`src/hw/rtl/id3fw_pkg.sv`:
```
// shared types and constants for the id3v2 frame walker
`timescale 1ns / 1ps

package id3fw_pkg;

  // parse phases, one-hot
  typedef enum logic [3:0] {
    PH_TAG_HDR   = 4'b0001,
    PH_FRAME_HDR = 4'b0010,
    PH_PAYLOAD   = 4'b0100,
    PH_DONE      = 4'b1000
  } phase_t;

  // result kinds
  localparam logic [1:0] KIND_TITLE   = 2'd0;
  localparam logic [1:0] KIND_ARTIST  = 2'd1;
  localparam logic [1:0] KIND_PICTURE = 2'd2;
  localparam logic [1:0] KIND_STATUS  = 2'd3;
  localparam logic [1:0] KIND_SKIP    = 2'd3;

  // status codes
  localparam logic [2:0] ST_DATA        = 3'd0;
  localparam logic [2:0] ST_TAG_DONE    = 3'd1;
  localparam logic [2:0] ST_NO_TAG      = 3'd2;
  localparam logic [2:0] ST_SHORT_HDR   = 3'd3;
  localparam logic [2:0] ST_SHORT_FRAME = 3'd4;
  localparam logic [2:0] ST_EARLY_END   = 3'd5;

  localparam logic [7:0]  MARK_I    = 8'h49;
  localparam logic [7:0]  MARK_D    = 8'h44;
  localparam logic [7:0]  MARK_3    = 8'h33;
  localparam logic [31:0] ID_TIT2   = 32'h5449_5432;
  localparam logic [31:0] ID_TPE1   = 32'h5450_4531;
  localparam logic [31:0] ID_APIC   = 32'h4150_4943;
  localparam logic [6:0]  SYNC_MASK = 7'h7F;
  localparam logic [27:0] HDR_LEN   = 28'd10;
  localparam logic [3:0]  HDR_LAST  = 4'd9;

  localparam int QDEPTH = 2;

  typedef struct packed {
    logic [1:0] kind;
    logic [7:0] data;
    logic       first;
    logic       last;
    logic [2:0] code;
    logic       last_of_run;
  } res_t;

  // all results caused by one input byte
  typedef struct packed {
    res_t r0;
    res_t r1;
    logic two;
  } run_t;

  function automatic logic [7:0] tag_mark(input logic [1:0] idx);
    logic [7:0] m;
    unique case (idx)
      2'd0:    m = MARK_I;
      2'd1:    m = MARK_D;
      default: m = MARK_3;
    endcase
    return m;
  endfunction

endpackage

```
`src/hw/rtl/id3fw_parser.sv`:
```
// parse state and per-byte result generation
`timescale 1ns / 1ps

module id3fw_parser
  import id3fw_pkg::*;
(
  input  logic       clk,
  input  logic       rst_n,
  input  logic       step_en,
  input  logic [7:0] data_byte,
  input  logic       stream_end,
  output logic       run_v,
  output run_t       run
);

  phase_t      phase_r, phase_nxt;
  logic [3:0]  hcnt_r, hcnt_nxt;
  logic [27:0] tag_len_r, tag_len_nxt;
  logic [27:0] remain_r, remain_nxt;
  logic [31:0] ident_r, ident_nxt;
  logic [27:0] flen_r, flen_nxt;
  logic [27:0] left_r, left_nxt;
  logic [1:0]  kind_r, kind_nxt;
  logic        first_r, first_nxt;

  res_t        a_res, b_res, c_res;
  logic        a_v, b_v, c_v;
  logic        do_bnd;
  logic [27:0] bnd_rem;

  always_comb begin
    phase_nxt   = phase_r;
    hcnt_nxt    = hcnt_r;
    tag_len_nxt = tag_len_r;
    remain_nxt  = remain_r;
    ident_nxt   = ident_r;
    flen_nxt    = flen_r;
    left_nxt    = left_r;
    kind_nxt    = kind_r;
    first_nxt   = first_r;
    a_v = 1'b0;
    b_v = 1'b0;
    c_v = 1'b0;
    a_res = '0;
    b_res = '0;
    c_res = '0;
    b_res.kind = KIND_STATUS;
    c_res.kind = KIND_STATUS;
    do_bnd  = 1'b0;
    bnd_rem = '0;

    unique case (phase_r)
      PH_TAG_HDR: begin
        if (hcnt_r < 4'd3 && data_byte != tag_mark(hcnt_r[1:0])) begin
          b_v = 1'b1;
          b_res.code = ST_NO_TAG;
          phase_nxt = PH_DONE;
        end else begin
          if (hcnt_r >= 4'd6) tag_len_nxt = {tag_len_r[20:0], data_byte[6:0] & SYNC_MASK};
          hcnt_nxt = hcnt_r + 4'd1;
          if (hcnt_r >= HDR_LAST) begin
            // whole tag body still ahead
            remain_nxt = tag_len_nxt;
            do_bnd     = 1'b1;
            bnd_rem    = tag_len_nxt;
          end
        end
      end
      PH_FRAME_HDR: begin
        remain_nxt = remain_r - 28'd1;
        if (hcnt_r < 4'd4) ident_nxt = {ident_r[23:0], data_byte};
        else if (hcnt_r < 4'd8) flen_nxt = {flen_r[20:0], data_byte[6:0] & SYNC_MASK};
        hcnt_nxt = hcnt_r + 4'd1;
        if (hcnt_r >= HDR_LAST) begin
          if (flen_r > remain_nxt) begin
            b_v = 1'b1;
            b_res.code = ST_SHORT_FRAME;
            phase_nxt = PH_DONE;
          end else begin
            priority if (ident_r == ID_TIT2) kind_nxt = KIND_TITLE;
            else if (ident_r == ID_TPE1) kind_nxt = KIND_ARTIST;
            else if (ident_r == ID_APIC) kind_nxt = KIND_PICTURE;
            else kind_nxt = KIND_SKIP;
            if (flen_r == '0) begin
              do_bnd  = 1'b1;
              bnd_rem = remain_nxt;
            end else begin
              left_nxt  = flen_r;
              first_nxt = 1'b1;
              phase_nxt = PH_PAYLOAD;
            end
          end
        end
      end
      PH_PAYLOAD: begin
        remain_nxt = remain_r - 28'd1;
        left_nxt   = left_r - 28'd1;
        first_nxt  = 1'b0;
        if (kind_r != KIND_SKIP) begin
          a_v = 1'b1;
          a_res.kind  = kind_r;
          a_res.data  = data_byte;
          a_res.first = first_r;
          a_res.last  = (left_r == 28'd1);
          a_res.code  = ST_DATA;
        end
        if (left_r == 28'd1) begin
          do_bnd  = 1'b1;
          bnd_rem = remain_nxt;
        end
      end
      default: begin
      end
    endcase

    // frame boundary: tag done, no room for a header, or next header
    if (do_bnd) begin
      if (bnd_rem == '0) begin
        b_v = 1'b1;
        b_res.code = ST_TAG_DONE;
        phase_nxt = PH_DONE;
      end else if (bnd_rem < HDR_LEN) begin
        b_v = 1'b1;
        b_res.code = ST_SHORT_HDR;
        phase_nxt = PH_DONE;
      end else begin
        phase_nxt = PH_FRAME_HDR;
        hcnt_nxt  = '0;
        ident_nxt = '0;
        flen_nxt  = '0;
      end
    end

    if (stream_end) begin
      if (phase_nxt != PH_DONE) begin
        c_v = 1'b1;
        c_res.code = (phase_nxt == PH_TAG_HDR) ? ST_NO_TAG : ST_EARLY_END;
      end
      phase_nxt   = PH_TAG_HDR;
      hcnt_nxt    = '0;
      tag_len_nxt = '0;
      remain_nxt  = '0;
      ident_nxt   = '0;
      flen_nxt    = '0;
      left_nxt    = '0;
      kind_nxt    = '0;
      first_nxt   = 1'b0;
    end
  end

  // pack up to two results in order
  always_comb begin
    run = '0;
    priority if (a_v) begin
      run.r0  = a_res;
      run.two = b_v | c_v;
      run.r1  = b_v ? b_res : c_res;
    end else if (b_v) begin
      run.r0  = b_res;
      run.two = c_v;
      run.r1  = c_res;
    end else begin
      run.r0  = c_res;
      run.two = 1'b0;
    end
    if (run.two) run.r1.last_of_run = 1'b1;
    else         run.r0.last_of_run = 1'b1;
    run_v = a_v | b_v | c_v;
  end

  always_ff @(posedge clk) begin
    if (!rst_n) begin
      phase_r   <= PH_TAG_HDR;
      hcnt_r    <= '0;
      tag_len_r <= '0;
      remain_r  <= '0;
      ident_r   <= '0;
      flen_r    <= '0;
      left_r    <= '0;
      kind_r    <= '0;
      first_r   <= 1'b0;
    end else if (step_en) begin
      phase_r   <= phase_nxt;
      hcnt_r    <= hcnt_nxt;
      tag_len_r <= tag_len_nxt;
      remain_r  <= remain_nxt;
      ident_r   <= ident_nxt;
      flen_r    <= flen_nxt;
      left_r    <= left_nxt;
      kind_r    <= kind_nxt;
      first_r   <= first_nxt;
    end
  end

endmodule

```
`src/hw/rtl/id3fw_run_queue.sv`:
```
// result queue holding runs of one or two results
`timescale 1ns / 1ps

module id3fw_run_queue
  import id3fw_pkg::*;
(
  input  logic clk,
  input  logic rst_n,
  input  logic push,
  input  run_t push_run,
  output logic full,
  output logic out_v,
  output res_t out_res,
  input  logic out_take
);

  localparam int PW = (QDEPTH > 1) ? $clog2(QDEPTH) : 1;

  run_t                      q_r [QDEPTH];
  logic [PW-1:0]             wr_r, wr_nxt;
  logic [PW-1:0]             rd_r, rd_nxt;
  logic [$clog2(QDEPTH+1)-1:0] cnt_r, cnt_nxt;
  logic                      sel_r, sel_nxt;
  logic                      pop;
  run_t                      head;

  assign head    = q_r[rd_r];
  assign out_v   = (cnt_r != '0);
  assign full    = (cnt_r == QDEPTH[$clog2(QDEPTH+1)-1:0]);
  assign out_res = sel_r ? head.r1 : head.r0;
  assign pop     = out_take && (sel_r || !head.two);

  always_comb begin
    sel_nxt = sel_r;
    if (out_take) sel_nxt = !pop;
    wr_nxt  = wr_r;
    rd_nxt  = rd_r;
    cnt_nxt = cnt_r;
    if (push) begin
      wr_nxt = (wr_r == PW'(QDEPTH - 1)) ? '0 : wr_r + 1'b1;
    end
    if (pop) begin
      rd_nxt = (rd_r == PW'(QDEPTH - 1)) ? '0 : rd_r + 1'b1;
    end
    unique case ({push, pop})
      2'b10:   cnt_nxt = cnt_r + 1'b1;
      2'b01:   cnt_nxt = cnt_r - 1'b1;
      default: cnt_nxt = cnt_r;
    endcase
  end

  always_ff @(posedge clk) begin
    if (push) q_r[wr_r] <= push_run;
  end

  always_ff @(posedge clk) begin
    if (!rst_n) begin
      wr_r  <= '0;
      rd_r  <= '0;
      cnt_r <= '0;
      sel_r <= 1'b0;
    end else begin
      wr_r  <= wr_nxt;
      rd_r  <= rd_nxt;
      cnt_r <= cnt_nxt;
      sel_r <= sel_nxt;
    end
  end

endmodule

```
`src/hw/rtl/id3v2_frame_walker.sv`:
```
// top level of the id3v2 tag frame walker
`timescale 1ns / 1ps
//
// streams a file in one byte per request on the in_ channel (in_stream_end
// marks the last byte of a file) and returns title, artist and picture payload
// bytes plus status events on the out_ channel, one result per request
// both channels use valid/stall: a request moves when valid is high and
// stall is low
// a taken byte waits in the input register and is parsed into the result queue
// when it moves on; its first result is then offered at the queue head and is
// accepted when out_stall is low
// throughput: one byte per cycle while nothing stalls; a byte that causes two
// results (last payload byte plus a status, or a status at end of file) holds
// the output for both, so the rate is set by the single-result output port
// when the receiver stalls, the two-entry result queue fills and in_stall
// rises; nothing is lost or reordered
// reset: the walker returns to the tag header phase, the input register and
// the result queue are emptied; after in_stream_end the walker returns to the
// tag header phase for the next file
//
module id3v2_frame_walker
  import id3fw_pkg::*;
(
  input  logic       clk,
  input  logic       rst_n,
  input  logic       in_valid,
  output logic       in_stall,
  input  logic [7:0] in_data_byte,
  input  logic       in_stream_end,
  output logic       out_valid,
  input  logic       out_stall,
  output logic [1:0] out_kind,
  output logic [7:0] out_byte,
  output logic       out_first_in_frame,
  output logic       out_last_in_frame,
  output logic [2:0] out_status_code,
  output logic       out_last_of_run
);

  // input register
  logic       stg_v_r, stg_v_nxt;
  logic [7:0] stg_byte_r;
  logic       stg_end_r;

  logic       in_take;
  logic       advance;
  logic       run_v;
  run_t       run;
  logic       q_full;
  res_t       head_res;

  // a byte moves on when it makes no results or the queue has room
  assign advance  = stg_v_r && (!run_v || !q_full);
  assign in_stall = stg_v_r && !advance;
  assign in_take  = in_valid && !in_stall;

  always_comb begin
    stg_v_nxt = stg_v_r;
    if (in_take)      stg_v_nxt = 1'b1;
    else if (advance) stg_v_nxt = 1'b0;
  end

  always_ff @(posedge clk) begin
    if (!rst_n) begin
      stg_v_r <= 1'b0;
    end else begin
      stg_v_r <= stg_v_nxt;
    end
  end

  // payload needs no reset
  always_ff @(posedge clk) begin
    if (in_take) begin
      stg_byte_r <= in_data_byte;
      stg_end_r  <= in_stream_end;
    end
  end

  id3fw_parser u_parser (
    .clk        (clk),
    .rst_n      (rst_n),
    .step_en    (advance),
    .data_byte  (stg_byte_r),
    .stream_end (stg_end_r),
    .run_v      (run_v),
    .run        (run)
  );

  id3fw_run_queue u_queue (
    .clk      (clk),
    .rst_n    (rst_n),
    .push     (advance && run_v),
    .push_run (run),
    .full     (q_full),
    .out_v    (out_valid),
    .out_res  (head_res),
    .out_take (out_valid && !out_stall)
  );

  assign out_kind           = head_res.kind;
  assign out_byte           = head_res.data;
  assign out_first_in_frame = head_res.first;
  assign out_last_in_frame  = head_res.last;
  assign out_status_code    = head_res.code;
  assign out_last_of_run    = head_res.last_of_run;

  // stall only ever holds a byte that is waiting in the input register
  a_stall_has_item: assert property (@(posedge clk) disable iff (!rst_n)
    in_stall |-> stg_v_r)
    else $error("input stall without a held byte");

  // a held byte that is stalled stays in the input register
  a_stall_holds: assert property (@(posedge clk) disable iff (!rst_n)
    in_stall |=> stg_v_r && $stable(stg_byte_r) && $stable(stg_end_r))
    else $error("stalled byte lost");

  // status results never carry payload marks or data
  a_status_clean: assert property (@(posedge clk) disable iff (!rst_n)
    out_valid && out_kind == KIND_STATUS |->
      out_byte == 8'd0 && !out_first_in_frame && !out_last_in_frame)
    else $error("status result with payload fields");

  // data results carry the data code
  a_data_code: assert property (@(posedge clk) disable iff (!rst_n)
    out_valid && out_kind != KIND_STATUS |-> out_status_code == ST_DATA)
    else $error("payload result with a status code");

endmodule
```
`config.mk`:
```
export PLATFORM = sky130hd
export DESIGN_NAME = id3v2_frame_walker
export DESIGN_NICKNAME = d
export VERILOG_FILES = /design/src/hw/rtl/id3fw_pkg.sv /design/src/hw/rtl/id3fw_parser.sv /design/src/hw/rtl/id3fw_run_queue.sv /design/src/hw/rtl/id3v2_frame_walker.sv
export SDC_FILE = /design/constraint.sdc
export NUM_CORES = 1
export LEC_CHECK = 0
export BUFFER_PORTS_ARGS = -buffer_cell sky130_fd_sc_hd__buf_2
export CORE_MARGIN = 1.5
export CORE_UTILIZATION = 55
export DETAILED_ROUTE_END_ITERATION = 7
export PLACE_DENSITY = 0.72
export SLEW_MARGIN = 5
export SYNTH_ARGS = -nofsm -noshare
export SYNTH_HDL_FRONTEND = slang
export SYNTH_SLANG_ARGS = --single-unit
```
`constraint.sdc`:
```
create_clock -name clk -period 9.3 [get_ports clk]
set_input_delay 1.86 -clock clk [delete_from_list [all_inputs] [get_ports clk]]
set_output_delay 1.86 -clock clk [all_outputs]
set_load 0.02 [all_outputs]
```
==> summary.md <==
| Metric | Value |
|---|---|
| Met3 Track Usage GR | `roughly 4.7%` |
| Max-slew violation count | `0` |
| Post-synthesis async set-or-reset flop share | `0%` |
| Synth Area in Compound Gates | `18.7%` |
| Ratio of final minimum period to clock period | `between 80% and 90%` |
| Total power per unit cell area | `about 170 mW/mm^2` |
| Sequential fraction of the synthesis area | `about two fifths` |
| R2R cell count | `15` |
| Worst skew pair latency | `0.52 ns` |
| Register area | `approximately 0.0048 mm^2` |
| First-pass GRT wire length | `about 48 mm` |
| Simple-Gate Fraction of Synth Area | `roughly 20%` |
| Largest family of logic cells by synthesized area | `simple AND/OR/NAND/NOR gates` |
| Cells after synthesis | `1237` |
| Leakage | `between 4 and 5 nW` |
| # diodes | `0` |
| CP Capture Point | `in_stall` |
| Routed Antenna Nets | `0` |
| Reg2Reg Setup Slack | `approximately 2.5 ns` |
| CTS Hold Bufs | `0` |
| Clock Sinks | `213` |
| Least-Margin Pin Slew | `roughly 1.2 ns` |
| Unrepaired setup endpoints after global routing | `no` |
| Top Usage Layer GRT | `met2` |
| Drt wl/cell | `20.1 um` |
| Netlist Area Pre-Place | `~0.012 mm^2` |
| Final Power | `between 2 and 2.5 mW` |
| Final count of negative-setup-slack endpoints | `0` |
| Adder-Cell Fraction of Synth Area | `3.86%` |
| Layout area overhead | `8.59%` |
| Die Area | `~0.022 mm^2` |
| Syn avg cell area | `9.43 um^2` |
| Fmax | `between 100 and 150 MHz` |
| M2 GR Usage | `a little over two fifths` |
| Multi-input gate area | `0.00639 mm^2` |
| Die height | `between 100 and 150 um` |
| Clock Tree Root | `clkbuf_16` |
| IO buf count | `30` |
| DRT Wirelength | `between 30 and 40 mm` |
| End-of-flow core utilization | `60.7%` |
| Critical path class | `register to output pin` |
| CTS H-tree lvls | `1` |
| Global routing met1 resource utilization | `38.2%` |
| CP Launch Point | `u_parser.remain_r[7]` |
| Ports | `31` |
| CTS resizes | `0` |
| Largest net degree at the start of global routing | `88` |
| XOR/XNOR share of the synthesized area | `about 3.6%` |
| Post-synth top flop | `dfxtp_1` |
| Period minus WS final | `between 7 and 8 ns` |
| FILL cells | `1822` |
| TritonCTS Buffers | `24` |
| Slew Limit Headroom | `between 10% and 20%` |
| Synth cell types | `83` |
| R2r startpoint | `u_parser.remain_r[7]` |
| EDFF count, synth | `51` |
| Mux cell area share after synthesis | `8.97%` |
| CTS tree | `done` |
| Final Hold Viols | `0` |
| Layout cell share with drive strength beyond 1 | `approximately a tenth` |
| Crit Path Max Fanout | `9` |
| Critical Path RT | `7.44 ns` |
| Residual DRC | `0` |
| Routed vias | `slightly below 10000` |
| Placer Congestion | `between 0.9 and 1` |
| CP arrival | `about 6 ns` |
| Starting density of the core | `between 50% and 60%` |
| Dpl hpwl | `approximately 21 mm` |
| FF-to-FF End | `u_parser.ident_r[28]` |
| Net count, final | `1272` |
| Max Buffers Root-to-Sink | `3` |
| Net Count, Synth | `~1300` |
| Post-CTS setup buffer count | `0` |
| TNS Setup | `0 ns` |
| Yosys warns | `0` |
| Gr usage total | `27.6%` |
| Clock skew | `between 0.01 and 0.015 ns` |
| Core Region | `approximately 0.021 mm^2` |
| Hold WC Path Type | `register to register` |
| Initial DRC count | `slightly below 900` |
| Maximum VDD drop | `156 uV` |
| Startpoint types | `register` |
| Hold_ws | `0.469 ns` |
| Status | `completed` |
| Reg clk slew, reported paths | `0.06 ns` |
| Die X | `roughly 150 um` |
| FP Rows | `53` |
| Global-route congestion overflow total | `0` |
| Max Cap Violations | `0` |
| Initial antenna violation count | `0` |
| Via density | `6.35` |
| Vias in the first global route | `between 8000 and 9000` |
| Yosys reg bits | `between 200 and 250` |
| CP Capture Type | `output pin` |
| DRT Pass-1 Iters | `6` |
[cells by family after synthesis]
group           count (synthesis)
simple gates                  465
mux                            97
fa+ha+maj                      36
compound gates                273
flops                         213
buf+inv                       105
xor+xnor                       48
[layout by cell type, fill, tap and decap left out, types with 25 or more instances in the layout]
cell       netlist  final
a21oi_1         31     30
a32o_1          60     60
xnor2_1         33     33
nand2_1        200    200
nor4_1          37     37
mux2i_1         81     81
dfxtp_1        162    162
nor3_1          25     25
o211ai_1        32     32
o21ai_0         38     37
buf_2            6     29
edfxtp_1        51     51
ha_1            36     36
clkbuf_16        0     25
o2bb2ai_1       26     26
nor2_1          71     69
[final cells by class]
type / count / share of cell area, %
clock inverter: 13 / 1.10
inverter: 22 / 0.652
timing repair buffer: 43 / 1.97
sequential: 213 / 37.7
multi-input combinational: 919 / 50.5
tap: 275 / 2.72
clock buffer: 31 / 5.43
[critical path: stages, from the launching register on]
cell,delay (ns)
dfxtp_1,0.36
nor3_1,0.67
nand2_1,0.37
or2_2,0.44
nor3_1,0.25
xnor2_1,0.13
ha_1,0.32
nand4_1,0.25
nor4_1,0.67
nand2_1,0.21
a2111oi_1,0.71
nor3_1,0.17
o21bai_2,0.45
o211a_1,0.28
nor3_1,0.09
buf_2,0.18
[synth_stat cells (all sizes together) (4+ instances only)]
cell / number / share of area, %
mux4: 5 / 0.96
nand4b: 7 / 0.53
a211oi: 8 / 0.51
nor2b: 11 / 0.59
clkbuf: 55 / 1.8
nand2b: 11 / 0.59
o32ai: 7 / 0.53
o2bb2ai: 26 / 2.0
a21oi: 31 / 1.3
nor4b: 6 / 0.50
edfxtp: 51 / 13
nor4: 38 / 2.2
ha: 36 / 3.9
dfxtp: 162 / 28
o21ai: 38 / 1.6
a32o: 60 / 5.1
and3: 4 / 0.21
or4: 9 / 0.68
a31oi: 4 / 0.21
o21a: 5 / 0.32
xnor2: 33 / 2.5
or3: 8 / 0.43
a2111oi: 4 / 0.63
nand4: 19 / 1.0
nand2: 201 / 6.5
or2: 5 / 0.27
o31ai: 5 / 0.44
inv: 21 / 0.68
o22ai: 16 / 0.86
buf: 28 / 2.0
mux2i: 81 / 6.9
o211ai: 33 / 2.2
nor3: 26 / 1.2
mux2: 11 / 1.1
nor2: 72 / 2.3
and2: 14 / 0.75
nand3: 23 / 0.99
xor2: 15 / 1.1
[how the worst min path moves through the flow]
stage | start | endpoint | cells past startpoint
finish | u_parser.tag_len_r[23] | u_parser.tag_len_r[23] | 2
CTS | u_parser.tag_len_r[23] | u_parser.tag_len_r[23] | 2
global placement | u_parser.tag_len_r[23] | u_parser.tag_len_r[23] | 2
global route | u_parser.tag_len_r[22] | u_parser.tag_len_r[22] | 2
detailed placement | u_parser.tag_len_r[23] | u_parser.tag_len_r[23] | 2
floorplan | u_parser.kind_r[0] | u_parser.kind_r[0] | 2
[metal layers]
layer  vias up  share of wire, %
li1       4628                 -
met1      4600                44
met2       338                45
met3        58               7.3
met4         0               2.9
met5         -                 0
[registers in the layout, summed over array words and instances, names as in the netlist, named ones only]
register            flops
u_parser.flen_r        28
u_queue.rd_r            1
u_parser.first_r        1
u_queue.sel_r           1
u_parser.kind_r         2
stg_end_r               1
stg_v_r                 1
u_parser.left_r        28
u_parser.tag_len_r     28
u_parser.hcnt_r         4
u_queue.cnt_r           2
u_queue.wr_r            1
u_queue.q_r            42
u_parser.ident_r       32
u_parser.phase_r        4
stg_byte_r              8
u_parser.remain_r      28
[stage by stage]
step / cell area (um^2) / worst slack, ns / cells
floorplan: 11700 / 2.82 / 1237
global placement: 11800 / 2.18 / 1472
detailed placement: 11800 / 2.03 / 1472
CTS: 12700 / 1.44 / 1516
global route: 12700 / 1.01 / 1516
finish: 12700 / 1.37 / 1516
[report_power, final]
part	internal, mW	switching [mW]	total, mW
clock	0.582	0.395	0.977
combinational	0.0568	0.113	0.170
sequential	0.964	0.0226	0.986
total	1.60	0.530	2.13
Note: power is estimated with default switching activity, not from simulation.
